===== src/rtl/hfp_pkg.sv =====
// shared types and constants of the hevc rtp fragmentation packetizer
package hfp_pkg;

  localparam int LENGTH_BITS = 24;
  localparam int QUEUE_DEPTH = 4;
  localparam int QPTR_BITS   = $clog2(QUEUE_DEPTH);
  localparam int QCNT_BITS   = $clog2(QUEUE_DEPTH + 1);

  localparam int PADDR_BITS  = 3;
  localparam logic REG_MAX_PACKET_SIZE = 1'b0;
  localparam logic REG_TIMESTAMP_STEP  = 1'b1;

  localparam logic [15:0] MAX_PACKET_RESET = 16'd1400;
  localparam logic [31:0] TS_STEP_RESET    = 32'd3000;
  localparam logic [15:0] MIN_PACKET       = 16'd4;
  localparam logic [15:0] FU_OVERHEAD      = 16'd3;

  localparam logic [7:0] FU_INDICATOR = 8'd98;
  localparam logic [7:0] FU_LAYER_TID = 8'd1;
  localparam logic [7:0] S_BIT        = 8'h80;
  localparam logic [7:0] E_BIT        = 8'h40;
  localparam logic [5:0] TYPE_VPS     = 6'd32;
  localparam logic [5:0] TYPE_PPS     = 6'd34;

  // one queued packetizer command: a data byte, optionally led by the fu indicator, layer byte and fu header
  typedef struct packed {
    logic [7:0]  data;
    logic [7:0]  fu_hdr;
    logic        with_hdr;
    logic        pfirst;
    logic        plast;
    logic [15:0] seq;
    logic [31:0] stamp;
  } hfp_cmd_t;

  typedef struct packed {
    logic full;
    logic empty;
  } hfp_qstat_t;

  typedef enum logic [1:0] {
    STEP_IND,
    STEP_TID,
    STEP_FU,
    STEP_DATA
  } hfp_step_t;

endpackage


===== src/rtl/hfp_channels.sv =====
// request channel interfaces for nal bytes in and rtp payload bytes out
interface hfp_in_if;
  import hfp_pkg::*;
  logic                   valid;
  logic                   ready;
  logic [7:0]             nal_byte;
  logic [LENGTH_BITS-1:0] nal_length;
  logic                   first_of_nal;

  modport source (output valid, nal_byte, nal_length, first_of_nal, input ready);
  modport sink (input valid, nal_byte, nal_length, first_of_nal, output ready);
endinterface

interface hfp_out_if;
  logic        valid;
  logic        ready;
  logic [7:0]  payload_byte;
  logic        packet_first;
  logic        packet_last;
  logic [15:0] seq_number;
  logic [31:0] timestamp;
  logic        run_last;

  modport source (output valid, payload_byte, packet_first, packet_last, seq_number,
                  timestamp, run_last, input ready);
  modport sink (input valid, payload_byte, packet_first, packet_last, seq_number,
                timestamp, run_last, output ready);
endinterface


===== src/rtl/hfp_front.sv =====
// front end: accepts nal bytes, tracks unit and packet state, issues commands
module hfp_front (
  input  logic                clk,
  input  logic                rst,
  hfp_in_if.sink              in_ch,
  input  logic [15:0]         max_packet_size,
  input  logic [31:0]         timestamp_step,
  input  hfp_pkg::hfp_qstat_t q_stat,
  output logic                push,
  output hfp_pkg::hfp_cmd_t   cmd
);
  import hfp_pkg::*;

  logic                   fragment_mode, fragment_mode_next;
  logic [5:0]             unit_type, unit_type_next;
  logic [LENGTH_BITS-1:0] bytes_left, bytes_left_next;
  logic [15:0]            fill_in_packet, fill_in_packet_next;
  logic [15:0]            seq_count, seq_count_next;
  logic [31:0]            rtp_time, rtp_time_next;
  logic                   skip_left, skip_left_next;
  logic                   start_pending, start_pending_next;
  logic [15:0]            latched_size, latched_size_next;

  logic                   accept;
  logic                   active;
  logic                   cmd_valid;
  logic [LENGTH_BITS-1:0] len;
  logic [LENGTH_BITS-1:0] bl_dec;
  logic [15:0]            payload;
  logic [15:0]            fill_inc;
  logic                   plast;
  logic [7:0]             fu;

  assign in_ch.ready = !q_stat.full;
  assign accept      = in_ch.valid && in_ch.ready;
  assign push        = accept && cmd_valid;
  assign len         = in_ch.nal_length;

  always_comb begin
    fragment_mode_next  = fragment_mode;
    unit_type_next      = unit_type;
    bytes_left_next     = bytes_left;
    fill_in_packet_next = fill_in_packet;
    seq_count_next      = seq_count;
    rtp_time_next       = rtp_time;
    skip_left_next      = skip_left;
    start_pending_next  = start_pending;
    latched_size_next   = latched_size;
    active              = 1'b0;
    cmd_valid           = 1'b0;
    cmd                 = '0;
    bl_dec              = '0;
    payload             = '0;
    fill_inc            = '0;
    plast               = 1'b0;
    fu                  = '0;

    if (in_ch.first_of_nal) begin
      // a new unit abandons an open one; a begun packet still uses its number
      if (bytes_left != '0 && fill_in_packet != '0) begin
        seq_count_next = seq_count + 16'd1;
      end
      bytes_left_next     = '0;
      fill_in_packet_next = '0;
      skip_left_next      = 1'b0;
      start_pending_next  = 1'b0;
      if (len != '0) begin
        unit_type_next    = in_ch.nal_byte[6:1];
        latched_size_next = (max_packet_size < MIN_PACKET) ? MIN_PACKET : max_packet_size;
        if (len <= LENGTH_BITS'(latched_size_next)) begin
          fragment_mode_next = 1'b0;
          bytes_left_next    = len;
          active             = 1'b1;
        end else begin
          // first header byte dropped here, second one on the next item
          fragment_mode_next = 1'b1;
          bytes_left_next    = len - LENGTH_BITS'(1);
          skip_left_next     = 1'b1;
          start_pending_next = 1'b1;
        end
      end
    end else begin
      active = (bytes_left != '0);
    end

    if (active) begin
      bl_dec       = bytes_left_next - LENGTH_BITS'(1);
      fill_inc     = fill_in_packet_next + 16'd1;
      cmd.data     = in_ch.nal_byte;
      cmd.seq      = seq_count_next;
      cmd.stamp    = rtp_time;
      if (!fragment_mode_next) begin
        plast               = (bytes_left_next == LENGTH_BITS'(1));
        cmd_valid           = 1'b1;
        cmd.pfirst          = (fill_in_packet_next == '0);
        cmd.plast           = plast;
        fill_in_packet_next = fill_inc;
        bytes_left_next     = bl_dec;
        if (plast) begin
          seq_count_next      = seq_count_next + 16'd1;
          fill_in_packet_next = '0;
          if (unit_type_next < TYPE_VPS || unit_type_next > TYPE_PPS) begin
            rtp_time_next = rtp_time + timestamp_step;
          end
        end
      end else if (skip_left_next) begin
        skip_left_next  = 1'b0;
        bytes_left_next = bl_dec;
      end else begin
        payload = latched_size_next - FU_OVERHEAD;
        fu      = {2'b00, unit_type_next};
        if (start_pending_next) begin
          fu = fu | S_BIT;
        end
        if (bytes_left_next <= LENGTH_BITS'(payload)) begin
          fu = fu | E_BIT;
        end
        cmd_valid    = 1'b1;
        cmd.with_hdr = (fill_in_packet_next == '0);
        cmd.fu_hdr   = fu;
        if (fill_in_packet_next == '0) begin
          start_pending_next = 1'b0;
        end
        plast               = (fill_inc >= payload) || (bl_dec == '0);
        cmd.plast           = plast;
        fill_in_packet_next = fill_inc;
        bytes_left_next     = bl_dec;
        if (plast) begin
          seq_count_next      = seq_count_next + 16'd1;
          fill_in_packet_next = '0;
        end
        if (bl_dec == '0) begin
          rtp_time_next = rtp_time + timestamp_step;
        end
      end
    end
  end

  always_ff @(posedge clk) begin
    if (rst) begin
      fragment_mode  <= 1'b0;
      unit_type      <= '0;
      bytes_left     <= '0;
      fill_in_packet <= '0;
      seq_count      <= '0;
      rtp_time       <= '0;
      skip_left      <= 1'b0;
      start_pending  <= 1'b0;
      latched_size   <= MIN_PACKET;
    end else if (accept) begin
      fragment_mode  <= fragment_mode_next;
      unit_type      <= unit_type_next;
      bytes_left     <= bytes_left_next;
      fill_in_packet <= fill_in_packet_next;
      seq_count      <= seq_count_next;
      rtp_time       <= rtp_time_next;
      skip_left      <= skip_left_next;
      start_pending  <= start_pending_next;
      latched_size   <= latched_size_next;
    end
  end

endmodule


===== src/rtl/hfp_queue.sv =====
// short command queue between front end and byte emitter
module hfp_queue (
  input  logic                clk,
  input  logic                rst,
  input  logic                push,
  input  hfp_pkg::hfp_cmd_t   push_cmd,
  input  logic                pop,
  output hfp_pkg::hfp_cmd_t   head,
  output hfp_pkg::hfp_qstat_t q_stat
);
  import hfp_pkg::*;

  hfp_cmd_t             entries [QUEUE_DEPTH];
  logic [QPTR_BITS-1:0] wr_ptr;
  logic [QPTR_BITS-1:0] rd_ptr;
  logic [QCNT_BITS-1:0] count;
  logic                 do_push;
  logic                 do_pop;

  assign q_stat.full  = (count == QCNT_BITS'(QUEUE_DEPTH));
  assign q_stat.empty = (count == '0);
  assign do_push      = push && !q_stat.full;
  assign do_pop       = pop && !q_stat.empty;
  assign head         = entries[rd_ptr];

  always_ff @(posedge clk) begin
    if (do_push) begin
      entries[wr_ptr] <= push_cmd;
    end
  end

  always_ff @(posedge clk) begin
    if (rst) begin
      wr_ptr <= '0;
      rd_ptr <= '0;
      count  <= '0;
    end else begin
      if (do_push) begin
        wr_ptr <= wr_ptr + QPTR_BITS'(1);
      end
      if (do_pop) begin
        rd_ptr <= rd_ptr + QPTR_BITS'(1);
      end
      if (do_push && !do_pop) begin
        count <= count + QCNT_BITS'(1);
      end else if (do_pop && !do_push) begin
        count <= count - QCNT_BITS'(1);
      end
    end
  end

endmodule


===== src/rtl/hfp_back.sv =====
// back end: expands commands into payload bytes through the output register
module hfp_back (
  input  logic                clk,
  input  logic                rst,
  input  hfp_pkg::hfp_cmd_t   head,
  input  hfp_pkg::hfp_qstat_t q_stat,
  output logic                pop,
  hfp_out_if.source           out_ch
);
  import hfp_pkg::*;

  hfp_step_t   step, step_next;
  logic        load;
  logic        take;
  logic [7:0]  el_byte;
  logic        el_first;
  logic        el_last;
  logic        el_run_last;

  logic        out_valid;
  logic [7:0]  out_byte;
  logic        out_first;
  logic        out_last;
  logic [15:0] out_seq;
  logic [31:0] out_stamp;
  logic        out_run_last;

  assign load = !out_valid || out_ch.ready;
  assign take = load && !q_stat.empty;

  always_comb begin
    step_next   = step;
    pop         = 1'b0;
    el_byte     = head.data;
    el_first    = 1'b0;
    el_last     = head.plast;
    el_run_last = 1'b1;
    if (!head.with_hdr) begin
      el_first = head.pfirst;
      pop      = take;
    end else begin
      case (step)
        STEP_IND: begin
          el_byte     = FU_INDICATOR;
          el_first    = 1'b1;
          el_last     = 1'b0;
          el_run_last = 1'b0;
          if (take) step_next = STEP_TID;
        end
        STEP_TID: begin
          el_byte     = FU_LAYER_TID;
          el_last     = 1'b0;
          el_run_last = 1'b0;
          if (take) step_next = STEP_FU;
        end
        STEP_FU: begin
          el_byte     = head.fu_hdr;
          el_last     = 1'b0;
          el_run_last = 1'b0;
          if (take) step_next = STEP_DATA;
        end
        STEP_DATA: begin
          pop = take;
          if (take) step_next = STEP_IND;
        end
        default: begin
          step_next = STEP_IND;
        end
      endcase
    end
  end

  always_ff @(posedge clk) begin
    if (rst) begin
      step <= STEP_IND;
    end else begin
      step <= step_next;
    end
  end

  always_ff @(posedge clk) begin
    if (rst) begin
      out_valid <= 1'b0;
    end else if (load) begin
      out_valid <= !q_stat.empty;
    end
  end

  always_ff @(posedge clk) begin
    if (take) begin
      out_byte     <= el_byte;
      out_first    <= el_first;
      out_last     <= el_last;
      out_seq      <= head.seq;
      out_stamp    <= head.stamp;
      out_run_last <= el_run_last;
    end
  end

  assign out_ch.valid        = out_valid;
  assign out_ch.payload_byte = out_byte;
  assign out_ch.packet_first = out_first;
  assign out_ch.packet_last  = out_last;
  assign out_ch.seq_number   = out_seq;
  assign out_ch.timestamp    = out_stamp;
  assign out_ch.run_last     = out_run_last;

endmodule


===== src/rtl/hevc_rtp_fu_packetizer.sv =====
// top level of the hevc rtp fragmentation-unit packetizer with its apb registers
// a nal byte's results pass through the command queue and the output register
// throughput: one nal byte per cycle while the queue has room; a byte that
//   opens an fu packet gives four results, which a four-entry queue absorbs
// single output register sets the rate: one payload byte a cycle unless stalled
// reset: synchronous, clears unit and packet state, counters, queue and output
module hevc_rtp_fu_packetizer (
  input  logic                           clk,
  input  logic                           rst,
  hfp_in_if.sink                         in_ch,
  hfp_out_if.source                      out_ch,
  input  logic                           psel,
  input  logic                           penable,
  input  logic                           pwrite,
  input  logic [hfp_pkg::PADDR_BITS-1:0] paddr,
  input  logic [31:0]                    pwdata,
  output logic [31:0]                    prdata,
  output logic                           pready
);
  import hfp_pkg::*;

  // configuration registers
  logic [15:0] max_packet_size;
  logic [31:0] timestamp_step;
  logic        cfg_write;
  logic        reg_sel;

  // front to queue to back
  logic       push;
  hfp_cmd_t   push_cmd;
  logic       pop;
  hfp_cmd_t   head;
  hfp_qstat_t q_stat;

  // apb: no wait states, register picked by the word address bit
  assign pready    = 1'b1;
  assign reg_sel   = paddr[2];
  assign cfg_write = psel && penable && pwrite && pready;

  always_ff @(posedge clk) begin
    if (rst) begin
      max_packet_size <= MAX_PACKET_RESET;
      timestamp_step  <= TS_STEP_RESET;
    end else if (cfg_write) begin
      case (reg_sel)
        REG_MAX_PACKET_SIZE: max_packet_size <= pwdata[15:0];
        REG_TIMESTAMP_STEP:  timestamp_step  <= pwdata;
        default: begin
        end
      endcase
    end
  end

  always_comb begin
    case (reg_sel)
      REG_MAX_PACKET_SIZE: prdata = {16'd0, max_packet_size};
      REG_TIMESTAMP_STEP:  prdata = timestamp_step;
      default:             prdata = '0;
    endcase
  end

  // front end: classifies each byte and keeps sequence number and timestamp
  hfp_front u_front (
    .clk             (clk),
    .rst             (rst),
    .in_ch           (in_ch),
    .max_packet_size (max_packet_size),
    .timestamp_step  (timestamp_step),
    .q_stat          (q_stat),
    .push            (push),
    .cmd             (push_cmd)
  );

  // decoupling queue, so header insertion stalls the front end only once it is full
  hfp_queue u_queue (
    .clk      (clk),
    .rst      (rst),
    .push     (push),
    .push_cmd (push_cmd),
    .pop      (pop),
    .head     (head),
    .q_stat   (q_stat)
  );

  // back end: one payload byte per cycle into the output register unless the output stalls
  hfp_back u_back (
    .clk    (clk),
    .rst    (rst),
    .head   (head),
    .q_stat (q_stat),
    .pop    (pop),
    .out_ch (out_ch)
  );

  // fu indicator, layer byte and fu header never close a packet
  a_hdr_not_last: assert property (@(posedge clk) disable iff (rst)
    (out_ch.valid && !out_ch.run_last) |-> !out_ch.packet_last)
    else $error("header byte marked as packet end");

  // nothing queued and nothing shown means nothing shown next cycle
  a_no_phantom: assert property (@(posedge clk) disable iff (rst)
    (q_stat.empty && !out_ch.valid) |=> !out_ch.valid)
    else $error("result appeared without a queued command");

  // output register empty after reset
  a_reset_idle: assert property (@(posedge clk)
    rst |=> !out_ch.valid)
    else $error("output valid right after reset");

endmodule


===== src/flat_wrapper.sv =====
// flat-port wrapper written by rule: the top's interface ports become plain ports
module hevc_rtp_fu_packetizer_flat import hfp_pkg::*;
  (clk, rst, psel, penable, pwrite, paddr, pwdata, prdata, pready, in_ch_valid, in_ch_nal_byte, in_ch_nal_length, in_ch_first_of_nal, in_ch_ready, out_ch_valid, out_ch_payload_byte, out_ch_packet_first, out_ch_packet_last, out_ch_seq_number, out_ch_timestamp, out_ch_run_last, out_ch_ready);
  hfp_in_if in_ch_i ();
  hfp_out_if out_ch_i ();
  input  logic clk;
  input  logic rst;
  input  logic psel;
  input  logic penable;
  input  logic pwrite;
  input  logic [hfp_pkg::PADDR_BITS-1:0] paddr;
  input  logic [31:0] pwdata;
  output logic [31:0] prdata;
  output logic pready;
  input wire logic [$bits(in_ch_i.valid)-1:0] in_ch_valid;
  input wire logic [$bits(in_ch_i.nal_byte)-1:0] in_ch_nal_byte;
  input wire logic [$bits(in_ch_i.nal_length)-1:0] in_ch_nal_length;
  input wire logic [$bits(in_ch_i.first_of_nal)-1:0] in_ch_first_of_nal;
  output wire logic [$bits(in_ch_i.ready)-1:0] in_ch_ready;
  output wire logic [$bits(out_ch_i.valid)-1:0] out_ch_valid;
  output wire logic [$bits(out_ch_i.payload_byte)-1:0] out_ch_payload_byte;
  output wire logic [$bits(out_ch_i.packet_first)-1:0] out_ch_packet_first;
  output wire logic [$bits(out_ch_i.packet_last)-1:0] out_ch_packet_last;
  output wire logic [$bits(out_ch_i.seq_number)-1:0] out_ch_seq_number;
  output wire logic [$bits(out_ch_i.timestamp)-1:0] out_ch_timestamp;
  output wire logic [$bits(out_ch_i.run_last)-1:0] out_ch_run_last;
  input wire logic [$bits(out_ch_i.ready)-1:0] out_ch_ready;
  assign in_ch_i.valid = in_ch_valid;
  assign in_ch_i.nal_byte = in_ch_nal_byte;
  assign in_ch_i.nal_length = in_ch_nal_length;
  assign in_ch_i.first_of_nal = in_ch_first_of_nal;
  assign in_ch_ready = in_ch_i.ready;
  assign out_ch_valid = out_ch_i.valid;
  assign out_ch_payload_byte = out_ch_i.payload_byte;
  assign out_ch_packet_first = out_ch_i.packet_first;
  assign out_ch_packet_last = out_ch_i.packet_last;
  assign out_ch_seq_number = out_ch_i.seq_number;
  assign out_ch_timestamp = out_ch_i.timestamp;
  assign out_ch_run_last = out_ch_i.run_last;
  assign out_ch_i.ready = out_ch_ready;
  hevc_rtp_fu_packetizer u_core (.clk(clk), .rst(rst), .in_ch(in_ch_i), .out_ch(out_ch_i), .psel(psel), .penable(penable), .pwrite(pwrite), .paddr(paddr), .pwdata(pwdata), .prdata(prdata), .pready(pready));
endmodule

===== config.mk =====
export PLATFORM = sky130hd
export DESIGN_NAME = hevc_rtp_fu_packetizer_flat
export DESIGN_NICKNAME = d
export VERILOG_FILES = /design/src/rtl/hfp_pkg.sv /design/src/rtl/hfp_channels.sv /design/src/rtl/hfp_front.sv /design/src/rtl/hfp_queue.sv /design/src/rtl/hfp_back.sv /design/src/rtl/hevc_rtp_fu_packetizer.sv /design/src/flat_wrapper.sv
export SDC_FILE = /design/constraint.sdc
export NUM_CORES = 1
export LEC_CHECK = 0
export BUFFER_PORTS_ARGS = -buffer_cell sky130_fd_sc_hd__buf_2
export CORE_MARGIN = 4
export CORE_UTILIZATION = 55
export CTS_CLUSTER_DIAMETER = 80
export DETAILED_ROUTE_END_ITERATION = 8
export PLACE_DENSITY = 0.76
export SKIP_LAST_GASP = 1
export SLEW_MARGIN = 20
export SYNTH_ARGS = -nofsm -noshare
export SYNTH_HDL_FRONTEND = slang
export SYNTH_HIERARCHICAL = 1
export SYNTH_SLANG_ARGS = --single-unit

===== constraint.sdc =====
create_clock -name clk -period 5.8 [get_ports clk]
set_input_delay 0 -clock clk [delete_from_list [all_inputs] [get_ports clk]]
set_output_delay 0 -clock clk [all_outputs]
set_load 0.05 [all_outputs]

==> results.ini <==
[power]
combPwrFrac = 0.256
power.switching_mw = 3.43
sequentialPowerShare = 0.423
p_clk_frac = 0.321
switching_share = 0.326
p_leak_nw = 11.9
ir_drop_uv = 334
p_int_mw = 7.09
powerDensity_nw_per_um2 = 340

[critical_path]
worstPathMaxFanout = 5
cp_slowest_cell = or3_1
startpoint_type = flop
max_stage_delay_ns = 0.42
cp-end-kind = flop
worstPathRequired_ns = 6.33
path_common_cell = buf_4
crit_arrival_ns = 6.21
path_class = flop to flop

[die]
core_area_um2 = 46600
dieWidth_um = 225
start_util = 0.555
ios = 169
rows = 79
dieArea_um2 = 50500
die_h_um = 225

[placed_design]
dpl.hpwl_um = 46800
portBuffers = 165
dpl_worst_slack_ns = 0.0890
placed_cell_area_um2 = 28100
gp_congestion = 0.887

[clocking]
path_clk_slew_ns = 0.06
htree_levels = 2
clock-sinks = 500
worstSkewPairLatency_ns = 0.60
clock_path_buffers = 3
ctsRootBufferMaster = clkbuf_16
tritoncts = yes
numCtsBuffers = 50

[logic_synthesis]
synth_cell_types = 104
synth_fp_nets = 2429
synth_edf_count = 327
synthesis.area_um2 = 25900
ys_ff_latch = 500
ys_warn_count = 6
syn_avg_cell_area_um2 = 11.5
synthCells = 2253
synth_ff_type = edfxtp_1
yosysSeqAreaShare = 0.514
async_flop_share = 0

[route]
first_pass_iters = 5
route.detailed.drc = 0
routed_wl_um = 69200
wl_per_cell_um = 21.4
antenna_left = 0
via_per_inst = 6.08
num_vias = 19600
drt-initial-drc-count = 1808

[finish]
diodes = 0
final_nets = 2755
drive_above_1_share = 0.234
syn_to_final_growth_pct = 19.5
fin_util = 0.664
fin_area_um2 = 30900
final_cell_mix = edfxtp_1 (327), nor2_1 (200), dfxtp_1 (170), buf_2 (164), nand2_1 (157)
final_common_cell = edfxtp_1

[sta]
period_share = 0.980
max_slew_margin = 0.305
fmax_ghz = 0.176
setup_viol = 0
final_max_slew_viol_count = 0
setup_ws_ns = 0.119
tightest_slew_ns = 1.04
finClkSkew_ns = 0.0251
period_needed_ns = 5.68
hold_viol = 0
rsz0062_at_grt = true
setup-tns-final_ns = 0

[status]
status = finished clean

[global_routing]
antenna_found_initial = 1
grt_pass1_wl_um = 106000
grt_pass1_vias = 19200
gr-usage-all-layers = 0.263
grt.overflow.total = 0
grt_max_degree = 133

[run]
drv_cap = 0

[hold_path]
hold_class = primary input to flop

-- power by group through the flow --
stage / clock [mW] / sequential [mW] / combinational (mW)
after floorplan: 0 / 5.30 / 1.24
after global placement: 0 / 4.51 / 2.57
after detailed placement: 0 / 4.53 / 2.61
after CTS: 3.42 / 4.46 / 2.65
after global routing: 3.57 / 4.49 / 2.86
final: 3.37 / 4.45 / 2.69
-- flip-flops by register name, summed over array words and instances (netlist names), named ones only --
name,count
u_core/u_back/out_ch.valid,1
u_core/u_front/seq_count,16
u_core/u_queue/entries,268
u_core/max_packet_size,16
u_core/u_front/skip_left,1
u_core/u_front/latched_size,16
u_core/u_back/out_ch.packet_first,1
u_core/u_front/start_pending,1
u_core/u_front/fill_in_packet,16
u_core/u_back/out_ch.run_last,1
u_core/u_back/out_ch.seq_number,16
u_core/u_front/unit_type,6
u_core/timestamp_step,32
u_core/u_queue/rd_ptr,2
u_core/u_back/out_ch.timestamp,32
u_core/u_front/rtp_time,32
u_core/u_queue/count,3
u_core/u_back/out_ch.packet_last,1
u_core/u_queue/wr_ptr,2
u_core/u_back/step,2
u_core/u_front/fragment_mode,1
u_core/u_back/out_ch.payload_byte,8
u_core/u_front/bytes_left,24
-- cell type report --
class                   count  area, µm²
clock buffers              63       1360
clock inverters            31        362
fillers                  3421      15700
inverters                  63        239
multi-input cells        1575      12000
flip-flops and latches    500      13300
well taps                 607        759
repair buffers            389       2850
-- synth_stat cells (12+ instances only) --
| library cell | number | area share |
|---|---|---|
| o21ai_0 | 72 | 0.014 |
| nor2b_1 | 24 | 0.0058 |
| nand3_1 | 51 | 0.0099 |
| xor2_1 | 40 | 0.014 |
| or3_1 | 19 | 0.0046 |
| edfxtp_1 | 327 | 0.38 |
| a31oi_1 | 14 | 0.0034 |
| nand2b_1 | 83 | 0.020 |
| and2_1 | 78 | 0.019 |
| clkbuf_1 | 66 | 0.0096 |
| a21oi_1 | 123 | 0.024 |
| ha_1 | 99 | 0.048 |
| o211ai_1 | 16 | 0.0046 |
| mux4_2 | 67 | 0.058 |
| a21o_1 | 19 | 0.0055 |
| nor2_1 | 202 | 0.029 |
| nor3_1 | 55 | 0.011 |
| buf_1 | 12 | 0.0017 |
| buf_2 | 14 | 0.0027 |
| nand4_1 | 22 | 0.0053 |
| inv_1 | 60 | 0.0087 |
| xnor2_1 | 46 | 0.016 |
| dfxtp_1 | 173 | 0.13 |
| o21a_1 | 14 | 0.0041 |
| mux2i_1 | 97 | 0.038 |
| nor4_1 | 26 | 0.0063 |
| nand2_1 | 162 | 0.024 |
| o2111ai_1 | 12 | 0.0041 |
| mux2_2 | 22 | 0.0096 |
| a211oi_1 | 16 | 0.0046 |
| a22oi_1 | 21 | 0.0061 |
| and3_1 | 16 | 0.0039 |
-- routing by layer --
metal | GRT usage | wire length [µm]
met5 | 0 | 13
met4 | 0.0879 | 2370
met2 | 0.448 | 34100
met1 | 0.346 | 27500
met3 | 0.0449 | 5170
-- repair_timing --
item                                   4_1_cts  5_1_grt
hold buffers                                53        0
buffers inserted                             0       21
resized for setup                            0       64
endpoints found under the hold margin      109        0
setup endpoints to repair                    0       72
-- cells by family (layout without fill, tap and decap cells) --
family,after synthesis,in the layout,share of synthesized area
other,1,1,0.000145
adders and majority gates,101,101,0.0495
AOI/OAI and AO/OA,404,404,0.108
xor gates and xnor gates,86,86,0.0291
muxes,190,190,0.108
DFF,500,500,0.514
and+or+nand+nor,793,793,0.158
buffers and inverters,178,546,0.0340
-- metrics by stage --
| step | total power [mW] | instances | hold WS, ns |
|---|---|---|---|
| after floorplan | 6.54 | 2253 | 0.0679 |
| after detailed placement | 7.14 | 3059 | 0.269 |
| after global placement | 7.09 | 3059 | 0.265 |
| after CTS | 10.5 | 3206 | 0.00447 |
| after global routing | 10.9 | 3228 | 0.0866 |
| final | 10.5 | 3228 | 0.0860 |
-- critical path, delay by kind of cell (launching register included) --
family,cells,cell delay [ns]
DFF,1,0.32
buffers and inverters,6,0.97
adders and majority gates,2,0.52
AOI/OAI and AO/OA,12,2.29
and+or+nand+nor,7,1.51
-- final timing paths --
kind | to | depth (start not counted) | start | slack (ns)
max reg2reg | u_core/u_front/seq_count[8] | 27 | u_core/max_packet_size[7] | 0.12
min | u_core/u_front/bytes_left[1] | 6 | in_ch_nal_length[1] | 0.09
max | u_core/u_front/seq_count[8] | 27 | u_core/max_packet_size[7] | 0.12
min reg2reg | u_core/u_front/bytes_left[22] | 2 | u_core/u_front/bytes_left[22] | 0.47
Power figures use the tool's default switching activity.
